<file path="config.mk">
export PLATFORM = sky130hd
export DESIGN_NAME = csa_ctrl
export DESIGN_NICKNAME = d
export VERILOG_FILES = /design/src/csa_pkg.sv /design/src/csa_ctrl.sv
export SDC_FILE = /design/constraint.sdc
export NUM_CORES = 1
export LEC_CHECK = 0
export ABC_CLOCK_PERIOD_IN_PS = 1200
export BUFFER_PORTS_ARGS = -buffer_cell sky130_fd_sc_hd__buf_2
export CAP_MARGIN = 20
export CORE_AREA = 3 3 40 42
export CTS_BUF_LIST = sky130_fd_sc_hd__clkbuf_8
export DETAILED_ROUTE_END_ITERATION = 6
export DIE_AREA = 0 0 43 45
export MAX_ROUTING_LAYER = met4
export PLACE_DENSITY_LB_ADDON = 0.3
export SYNTH_ARGS = -nofsm -noshare
export SYNTH_HDL_FRONTEND = slang
export SYNTH_SLANG_ARGS = --single-unit
</file>
<file path="constraint.sdc">
create_clock -name clk -period 1.2 [get_ports clk]
set_input_delay 0.24 -clock clk [delete_from_list [all_inputs] [get_ports clk]]
set_output_delay 0.24 -clock clk [all_outputs]
set_load 0.02 [all_outputs]
</file>
<file path="src/csa_pkg.sv">
`default_nettype none
package csa_pkg;
  localparam int MaxSeg = 32;
  localparam int AddrBits = 20;
  localparam int OwnerBits = 8;
  localparam int IdxBits = $clog2(MaxSeg);
  localparam int CntBits = $clog2(MaxSeg + 1);
  localparam int SizeBits = 21;

  typedef logic [2:0] cmd_t;
  localparam cmd_t CMD_INIT    = 3'd0;
  localparam cmd_t CMD_REQUEST = 3'd1;
  localparam cmd_t CMD_RELEASE = 3'd2;
  localparam cmd_t CMD_COMPACT = 3'd3;
  localparam cmd_t CMD_STATUS  = 3'd4;

  typedef logic [2:0] stat_t;
  localparam stat_t ST_OK       = 3'd0;
  localparam stat_t ST_NO_HOLE  = 3'd1;
  localparam stat_t ST_NO_OWNER = 3'd2;
  localparam stat_t ST_FULL     = 3'd3;
  localparam stat_t ST_BAD_SIZE = 3'd4;

  typedef logic [1:0] fit_t;
  localparam fit_t FIT_BEST  = 2'd1;
  localparam fit_t FIT_WORST = 2'd2;

  typedef enum logic [3:0] {
    S_IDLE, S_INIT, S_SCAN, S_SPLIT, S_REL, S_MERGE, S_COMPACT, S_TOP, S_STATUS, S_OUT
  } state_t;

  typedef struct packed {
    logic [AddrBits-1:0]  first;
    logic [AddrBits-1:0]  last;
    logic                 used;
    logic [OwnerBits-1:0] owner;
  } seg_t;

  typedef struct packed {
    stat_t               status;
    seg_t                seg;
    logic                last_result;
  } res_t;
endpackage
`default_nettype wire

</file>
<file path="src/csa_ctrl.sv">
`default_nettype none
module csa_ctrl (
  input  wire logic          clk,
  input  wire logic          rst_n,
  input  wire logic          in_valid,
  output logic               in_ready,
  input  wire csa_pkg::cmd_t in_cmd,
  input  wire logic          dp_done,
  input  wire logic          res_pending,
  output csa_pkg::state_t    state
);
  import csa_pkg::*;
  state_t state_r, state_nxt;
  assign state = state_r;

  always_ff @(posedge clk) begin
    if (!rst_n) state_r <= S_IDLE;
    else state_r <= state_nxt;
  end

  always_comb begin
    state_nxt = state_r;
    in_ready  = 1'b0;
    case (state_r)
      S_IDLE: begin
        in_ready = !res_pending;
        if (in_valid && !res_pending) begin
          case (in_cmd)
            CMD_INIT:    state_nxt = S_INIT;
            CMD_REQUEST: state_nxt = S_SCAN;
            CMD_RELEASE: state_nxt = S_REL;
            CMD_COMPACT: state_nxt = S_COMPACT;
            CMD_STATUS:  state_nxt = S_STATUS;
            default:     state_nxt = S_IDLE;
          endcase
        end
      end
      S_SCAN:    if (dp_done) state_nxt = S_SPLIT;
      S_SPLIT:   if (dp_done) state_nxt = S_OUT;
      S_REL:     if (dp_done) state_nxt = S_MERGE;
      S_MERGE:   if (dp_done) state_nxt = S_OUT;
      S_COMPACT: if (dp_done) state_nxt = S_TOP;
      S_TOP:     state_nxt = S_OUT;
      S_INIT:    state_nxt = S_OUT;
      S_STATUS:  if (dp_done) state_nxt = S_OUT;
      S_OUT:     if (!res_pending) state_nxt = S_IDLE;
      default:   state_nxt = S_IDLE;
    endcase
  end
endmodule
`default_nettype wire

</file>
==> impl_metrics.csv, run 1 <==
group,metric,value,unit
synth,syn_nets,48,
routing,ant_nets,0,
synth,syn_inst,40,
floorplanning,dieArea,1935,um^2
synth,syn_area,319.1,um^2
sta,fmax,684.0,MHz
finish,nNetsFinal,76,
routing,routed_wl,1.207,mm
finish,syn_to_final_growth,100.8,%
routing,via_count,411,
worst_setup_path,critical_path.endpoint_type,"primary output",
floorplanning,initial_utilization,24.83,%
routing,viasPerCell,5.012,
run_status,violations,"negative setup slack",
worst_setup_path,crit_type,"flop to primary output",
synth,synth_top_family_by_area,"simple AND/OR/NAND/NOR gates",
worst_setup_path,cp_max_fo,2,
worst_setup_path,reg2reg_slack,-0.23,ns
sta,rsz0062_at_grt,"yes",
synth,synthAdderAreaFrac,0,%
synth,synthSimpleGateAreaFrac,38.43,%
worst_setup_path,ff2ff_path_depth,6,
synth,synth-xor-area-share,0,%
placement,gp_congestion,0.7521,
job,max_cap_viol_count,0,
cts,cts-htree-levels,1,
sta,skew,0.004621,ns
finish,layout_commonest_cell,"buf_2",
finish,diodes,0,
global_route,grt_max_degree,9,
pwr,p_total,0.001471,W
synth,muxShareOfSynthArea,0,%
routing,drt_first_iter_violations,9,
synth,synth_seq_area_share,25.10,%
synth,synth.distinct_cells,22,
sta,tightestPinTransition,0.3340,ns
global_route,overflow,0,
min_path,hold_path_class,"primary input to flop",
cts,clkLatencyLatePin,0.22,ns
pwr,ir_drop,0.9512,mV
worst_setup_path,crit_chain,"or3_4, nor3_4, buf_6",
finish,final_cell_mix,"buf_2, buf_4, buf_6",
worst_setup_path,cp_num_buf_inv,1,
global_route,first_global_vias,379,
run_status,status,"complete, but fails checks",
sta,setup_viol,6,
sta,finalHoldViolCount,0,
sta,slew_headroom,77.56,%
finish,drive_above_1_share,65.67,%
synth,syn-mean-instance-area,7.976,um^2
synth,synth_compound_area_share,31.76,%
floorplanning,core,1285,um^2
sta,slew_violations,0,
worst_setup_path,cp_slowest_cell,"or3_4",
cts,cts_buffers,3,
placement,io_buffers,12,
worst_setup_path,max_stage_delay,0.41,ns
cts,cts_max_path_buffers,2,
pwr,leakage,0.2782,nW
worst_setup_path,crit_cells,3,
routing,routedWlPerCell,14.72,um
placement,dp_hpwl,702.6,um
sta,min_period,1.462,ns
cts,ctsHoldBuffers,0,
worst_setup_path,critPathTopFamily,"simple AND/OR/NAND/NOR gates",
global_route,antenna_found_initial,0,
floorplanning,ios,13,
sta,setup_slack,-0.2620,ns
min_path,holdPathStages,2,
worst_setup_path,start_kind,"flop",
cts,clock-root-buffer,"clkbuf_8",
synth,yosys_warnings,0,
cts,cts_num_sinks,4,
global_route,grt_pass1_wl,1.752,mm
cts,cts_tree,"done",
floorplanning,die_h,45,um
routing,drcViolationCount,0,
finish,finalNonFillerCells,82,
worst_setup_path,cp.arrival,1.22,ns
floorplanning,std_cell_rows,13,
cts,path_clk_slew,0.03,ns
floorplanning,dieWidth,43,um
routing,dr.pass1.iters,3,
sta,min_period_over_period,121.8,%
global_route,grtUsageTotal,13.57,%
placement,place_inst,74,
worst_setup_path,crit_required,0.96,ns
pwr,p_per_area,2296,nW/um^2
finish,largest_reg_flops,4,
synth,yosys_register_bits,4,
-- cells in the mapped netlist --
library cell / count / area (um^2)
o22a_1: 1 / 8.760
nor3b_2: 1 / 12.51
nand2_1: 5 / 18.77
o22ai_2: 1 / 12.51
nor2_1: 3 / 11.26
o21a_1: 1 / 7.510
a22oi_1: 1 / 7.510
a21oi_1: 2 / 10.01
nand2b_1: 1 / 6.260
o21bai_1: 1 / 7.510
or3_4: 1 / 11.26
o211a_1: 1 / 10.01
nor3_1: 4 / 20.02
nor4b_1: 3 / 26.28
inv_1: 1 / 3.750
o21ai_0: 4 / 20.02
buf_6: 1 / 11.26
a211o_2: 1 / 10.01
a211oi_1: 1 / 7.510
dfxtp_1: 4 / 80.08
or2_1: 1 / 6.260
nor3_2: 1 / 10.01
-- path summary, 6_finish.rpt --
path / start / end
max: state[2]$_SDFFE_PN0P_ / in_ready
min reg2reg: state[1]$_SDFFE_PN0P_ / state[1]$_SDFFE_PN0P_
min: rst_n / state[3]$_SDFFE_PN0P_
max reg2reg: state[2]$_SDFFE_PN0P_ / state[2]$_SDFFE_PN0P_
-- metrics by stage --
stage	setup slack [ns]	hold slack (ns)	setup TNS (ns)	area, um^2	utilization [%]
after floorplan	-0.07365	0.3568	-0.2290	340.3	-
after global placement	-0.08312	0.4782	-0.3306	467.9	36.42
after detailed placement	-0.08184	0.5009	-0.3185	467.9	36.42
after CTS	-0.2631	0.2719	-0.6850	593.1	46.15
after global routing	-0.2970	0.2788	-1.330	640.6	49.85
final	-0.2620	0.2811	-1.106	640.6	49.85
-- cells by family after synthesis --
logic type	count (synthesis)
DFF	4
AOI/OAI and AO/OA	14
buffers and inverters	2
and+or+nand+nor	20
-- where the power goes --
part	internal (W)	leakage, nW	switching, W
Sequential	0.000192	0.0356	0.0000583
Clock	0.000219	0.0269	0.0000754
Combinational	0.000466	0.216	0.000461
Total	0.000876	0.278	0.000594
-- layout make-up --
class	instances	area [um^2]
fillers	129	644.4
multi-input cells	34	300.3
repair buffers	24	177.7
flip-flops and latches	4	95.09
clock buffers	3	41.29
well taps	15	18.77
clock inverters	1	3.754
inverters	1	3.754
-- metal layers --
metal	track usage (%)	part of all wire (%)	wire (um)	up-vias
met5	-	0	0	-
met4	10.84	2.6	31	0
met3	4.382	4.7	57	4
met2	20.06	53	636	9
met1	15.01	40	481	191
li1	-	-	-	207
-- what timing repair did --
action / in CTS / in global routing
buffers inserted: 2 / 2
resized for setup: 16 / 8
setup endpoints to repair: 5 / 7
pin swaps: 3 / 4
Power figures use the tool's default switching activity.
==> run 2: changes to the inputs <==
Settings changed: ABC_AREA set to 1.
==> run 2 against run 1 <==
Compared with the run above:
- the run still ends with negative setup slack left
- first-iteration DRC count fell by 11%
- largest power group unchanged
- sequential power is 39% higher
- worst hold slack improved by 0.0012 ns
- global-route usage up 2.7 points
- clock skew down 0.0038 ns
- final cell count increased by 37%
- setup slack improved by 0.18 ns
- fmax grew 14%
- sequential share of layout area down 1.0 points
==> impl_metrics.csv, run 2 <==
group,metric,value,unit
run_status,status,"complete, but fails checks",
run_status,violations,"negative setup slack",
placement,pre_cts_slack,-0.05976,ns
synth,yosysTopAreaCellShare,21.12,%
worst_setup_path,crit_chain,"nor2_4, nand2_4, nor2_4, buf_6",
routing,routedWlPerCell,11.38,um
sta,min_period_over_period,106.5,%
placement,io_buffers,12,
sta,timing.hold.ws,0.2823,ns
routing,drt_first_iter_violations,8,
synth,syn-mean-instance-area,5.340,um^2
sta,setup_viol,4,
cts,clock-root-buffer,"clkbuf_8",
cts,clkLatencyLatePin,0.22,ns
synth,synth_seq_area_share,21.12,%
cts,path_clk_slew,0.03,ns
sta,fin_tns_setup,-0.1333,ns
finish,ff_latch_area,92.59,um^2
placement,gp_congestion,0.8445,
global_route,grtUsageTotal,16.28,%
finish,nNetsFinal,107,
worst_setup_path,crit_required,0.96,ns
synth,yosysMostFrequentCell,"nor2_1",
job,max_cap_viol_count,0,
finish,diodes,0,
floorplanning,std_cell_rows,13,
synth,syn_inst,71,
routing,routed_wl,1.274,mm
global_route,grt_pass1_wl,2.256,mm
worst_setup_path,cp_slowest_cell,"dfxtp_2",
finish,layout_commonest_cell,"nand2_1",
floorplanning,core,1285,um^2
pwr,p_per_area,3207,nW/um^2
min_path,holdPathStages,3,
min_path,worstHoldStart,"rst_n",
global_route,antenna_found_initial,0,
synth,synthArstFlopShare,0,%
synth,ys.flop_type,"dfxtp_1",
synth,yosys_warnings,0,
sta,min_period,1.278,ns
placement,dp_hpwl,893,um
cts,cts_buffers,3,
global_route,grt_max_degree,7,
global_route,overflow,0,
sta,finalHoldViolCount,0,
synth,synthTopCellsByArea,"dfxtp_1, nor2_1, nand2_1",
min_path,hold_path_end,"state[3]$_SDFFE_PN0P_",
finish,syn_to_final_growth,76.90,%
floorplanning,dieArea,1935,um^2
worst_setup_path,r2r-start,"state[2]$_SDFFE_PN0P_",
min_path,hold_path_class,"primary input to flop",
routing,ant_nets,0,
worst_setup_path,start_kind,"flop",
worst_setup_path,max_stage_delay,0.34,ns
sta,setup_slack,-0.07847,ns
sta,rsz0062_at_grt,"yes",
finish,drive_above_1_share,49.48,%
sta,skew,0.0008607,ns
pwr,ir_drop,1.389,mV
sta,fmax,782.2,MHz
synth,synth.distinct_cells,13,
routing,drcViolationCount,0,
sta,tightestPinTransition,0.2487,ns
sta,slew_violations,0,
synth,synthTopCellsByCount,"nor2_1, nand2_1, inv_1",
routing,dr.pass1.iters,4,
synth,yosys_register_bits,4,
routing,via_count,550,
worst_setup_path,cp.arrival,1.04,ns
worst_setup_path,reg2reg_slack,-0.03,ns
finish,num-fill-cells,139,
sta,slew_headroom,83.29,%
cts,cts_num_sinks,4,
cts,ctsHoldBuffers,0,
synth,syn_area,379.1,um^2
pwr,leakage,0.3545,nW
worst_setup_path,ff2ff_path_depth,7,
floorplanning,die_h,45,um
floorplanning,initial_utilization,29.50,%
routing,viasPerCell,4.911,
finish,multiInputGateArea,325.3,um^2
floorplanning,ios,13,
cts,cts_tree,"done",
finish,largest_reg_flops,4,
cts,cts_max_path_buffers,2,
finish,final_cell_mix,"nand2_1, nor2_1, buf_2",
synth,synth_edf_count,0,
worst_setup_path,crit_type,"flop to primary output",
worst_setup_path,critical_path.endpoint_type,"primary output",
global_route,first_global_vias,529,
pwr,p_total,0.002151,W
worst_setup_path,worst_r2r_endpoint,"state[1]$_SDFFE_PN0P_",
cts,cts-htree-levels,1,
synth,syn_nets,79,
worst_setup_path,cp_max_fo,5,
floorplanning,dieWidth,43,um
worst_setup_path,cp_common_cell,"nor2_4",
synth,yosysTopAreaCell,"dfxtp_1",
run 2: cell count changes after synthesis, sizes merged, moves of 3 or more:
| cell | previous run | this run |
|---|---|---|
| nand2 | 5 | 21 |
| nor2 | 3 | 21 |
| nor3 | 5 | 1 |
| nand4 | 0 | 4 |
| nand3 | 0 | 8 |
| nor4b | 3 | 0 |
| o21ai | 4 | 0 |
| inv | 1 | 8 |
run 2: final cells by class:
| type | instances | area share, % |
|---|---|---|
| Sequential cell | 4 | 13.81 |
| Multi-Input combinational cell | 59 | 48.51 |
| Inverter | 8 | 4.478 |
| Clock buffer | 3 | 6.157 |
| Tap cell | 15 | 2.799 |
| Timing Repair Buffer | 23 | 24.25 |
run 2: worst max-delay path by stage:
stage | from | endpoint
after global routing | state[2]$_SDFFE_PN0P_ | in_ready
after global placement | state[1]$_SDFFE_PN0P_ | state[3]$_SDFFE_PN0P_
after floorplan | state[3]$_SDFFE_PN0P_ | state[1]$_SDFFE_PN0P_
final | state[2]$_SDFFE_PN0P_ | in_ready
after detailed placement | state[1]$_SDFFE_PN0P_ | state[3]$_SDFFE_PN0P_
after CTS | state[1]$_SDFFE_PN0P_ | in_ready
run 2: through the flow:
step	instances	area, um^2	utilization (%)
floorplan	71	386.6	-
global placement	106	525.5	40.90
detailed placement	106	525.5	40.90
CTS	112	653.1	50.83
global route	112	670.6	52.19
finish	112	670.6	52.19
run 2: timing repair:
action,in CTS,in global routing
pin swaps,2,5
gates resized for setup,18,7
setup endpoints to repair,5,6
setup buffers,3,0
run 2: kinds of logic (layout without fill, tap and decap cells):
group           Yosys count  count (layout)  synth area share [%]
flops                     4               4                 21.12
compound gates            3               3                 4.621
simple gates             56              56                 66.33
buf+inv                   8              34                 7.921
run 2: power breakdown:
group          internal [W]  switching (W)
combinational      0.000687       0.000830
sequential         0.000227       0.000120
clock              0.000214      0.0000724
run 2: critical path: cells and delay by family, from the launching register on:
| family | cells | cell delay, ns |
|---|---|---|
| flip-flops | 1 | 0.34 |
| AND/OR/NAND/NOR | 3 | 0.36 |
| buffers and inverters | 1 | 0.11 |
run 2: metal layers:
metal	vias up	track usage, %	wire, um
li1	282	-	-
met1	247	17.79	526
met2	17	28.14	648
met3	4	1.594	63
met4	0	10.84	35
met5	-	-	0
==> run 3: changes to the inputs <==
Settings changed: SETUP_SLACK_MARGIN set to 0.15, SLEW_MARGIN set to 20.
==> run 3 against run 2 <==
Compared with the run above:
- the flow still finishes with violations (negative setup slack)
- critical path depth increased by 5
- die area unchanged
- via count decreased by 0.91%
- fmax increased by 1.2%
- sequential share of layout area decreased by 0.79 points
- critical path type is now flop to flop
==> impl_metrics.csv, run 3 (synthesis results as in run 2) <==
group,metric,value,unit
cts,cts-htree-levels,1,
floorplanning,std_cell_rows,13,
worst_setup_path,crit_type,"flop to flop",
floorplanning,core,1285,um^2
finish,num-fill-cells,129,
worst_setup_path,crit_chain,"buf_4, nor2_4, nand2_2, nand3_4, nand2_4, nand2_4, nor2_4, nor2_1, nor2_1",
routing,viasPerCell,4.955,
run_status,status,"complete, but fails checks",
pwr,ir_drop,1.526,mV
worst_setup_path,max_stage_delay,0.35,ns
pwr,leakage,0.3701,nW
routing,dr.pass1.iters,3,
cts,ctsHoldBuffers,0,
finish,nNetsFinal,105,
sta,setup_slack,-0.06291,ns
placement,io_buffers,12,
global_route,grt_max_degree,7,
cts,cts_num_sinks,4,
worst_setup_path,r2r-start,"state[3]$_SDFFE_PN0P_",
finish,final_cell_mix,"nand2_1, nor2_1, buf_2",
finish,diodes,0,
worst_setup_path,cp.arrival,1.37,ns
worst_setup_path,cp_max_fo,5,
worst_setup_path,crit_required,1.31,ns
routing,drcViolationCount,0,
min_path,hold_path_end,"state[2]$_SDFFE_PN0P_",
routing,via_count,545,
sta,slew_headroom,82.44,%
placement,gp_congestion,0.8916,
routing,ant_nets,0,
sta,timing.hold.ws,0.2759,ns
global_route,antenna_found_initial,0,
run_status,violations,"negative setup slack",
floorplanning,initial_utilization,29.50,%
min_path,hold_path_class,"primary input to flop",
finish,finalNonFillerCells,110,
sta,skew,0.003547,ns
finish,drive_above_1_share,54.74,%
global_route,grtUsageTotal,14.81,%
routing,routedWlPerCell,13.05,um
floorplanning,dieArea,1935,um^2
finish,layout_commonest_cell,"nand2_1",
sta,fmax,791.8,MHz
placement,dp_hpwl,842.4,um
sta,tightestPinTransition,0.2630,ns
worst_setup_path,ff2ff_path_depth,9,
sta,rsz0062_at_grt,"yes",
sta,setup_viol,5,
sta,min_period_over_period,105.2,%
cts,cts_tree,"done",
pwr,p_per_area,3259,nW/um^2
sta,finalHoldViolCount,0,
placement,pre_cts_slack,0.02418,ns
cts,cts_buffers,3,
floorplanning,ios,13,
min_path,holdPathStages,3,
sta,slew_violations,0,
global_route,grt_pass1_wl,2.035,mm
cts,clock-root-buffer,"clkbuf_8",
routing,routed_wl,1.436,mm
worst_setup_path,reg2reg_slack,-0.06,ns
routing,drt_first_iter_violations,11,
cts,cts_max_path_buffers,2,
min_path,worstHoldStart,"rst_n",
floorplanning,dieWidth,43,um
job,max_cap_viol_count,0,
worst_setup_path,start_kind,"flop",
sta,min_period,1.263,ns
worst_setup_path,critical_path.endpoint_type,"flop",
worst_setup_path,cp_slowest_cell,"dfxtp_4",
global_route,first_global_vias,532,
floorplanning,die_h,45,um
global_route,overflow,0,
pwr,p_total,0.002382,W
finish,syn_to_final_growth,92.74,%
finish,largest_reg_flops,4,
cts,path_clk_slew,0.03,ns
placement,place_inst,100,
cts,clkLatencyLatePin,0.22,ns
worst_setup_path,worst_r2r_endpoint,"state[3]$_SDFFE_PN0P_",
## run 3: worst max-delay path, delay by kind of cell (launching register included)
kind	cells	cell delay, ns
flops	1	0.35
simple gates	8	0.66
buf+inv	1	0.15
## run 3: what timing repair did
item                       4_1_cts  5_1_grt
gates resized for setup          8       22
pin swaps                        7       10
setup buffers                    5        2
setup endpoints to repair        5        5
## run 3: layer usage
layer | GRT usage, % | share of wire [%]
met1 | 13.91 | 37
met4 | 12.05 | 4.5
met2 | 24.85 | 52
met3 | 4.781 | 6.6
met5 | - | 0
## run 3: how the worst max path moves through the flow
stage,start,end,depth (start not counted)
2_1_floorplan,state[3]$_SDFFE_PN0P_,state[1]$_SDFFE_PN0P_,9
3_3_place_gp,state[2]$_SDFFE_PN0P_,state[2]$_SDFFE_PN0P_,9
3_5_place_dp,state[2]$_SDFFE_PN0P_,state[2]$_SDFFE_PN0P_,9
4_1_cts,state[1]$_SDFFE_PN0P_,in_ready,4
5_1_grt,state[3]$_SDFFE_PN0P_,state[3]$_SDFFE_PN0P_,9
6_report,state[3]$_SDFFE_PN0P_,state[3]$_SDFFE_PN0P_,9
## run 3: cell type report
| class | count | area (um^2) | area share (%) |
|---|---|---|---|
| timing repair buffer | 21 | 155.1 | 21.23 |
| inverter | 8 | 30.03 | 4.110 |
| multi-input combinational | 59 | 390.4 | 53.42 |
| clock buffer | 3 | 41.29 | 5.651 |
| sequential | 4 | 95.09 | 13.01 |
| tap | 15 | 18.77 | 2.568 |
## run 3: metrics by stage
stage / utilization (%) / setup TNS [ns] / area, um^2
floorplan: - / 0 / 416.7
detailed placement: 39.73 / 0 / 510.5
finish: 56.86 / -0.2391 / 730.7
CTS: 48.30 / -0.1421 / 620.6
global placement: 39.73 / 0 / 510.5
global route: 56.86 / -0.5746 / 730.7
## run 3: report_power, final
part	internal (W)	total, W	leakage [nW]	switching, W
registers	0.000234	0.000361	0.0357	0.000127
logic	0.000773	0.00173	0.313	0.000957
clock network	0.000214	0.000290	0.0216	0.0000758
total	0.00122	0.00238	0.370	0.00116
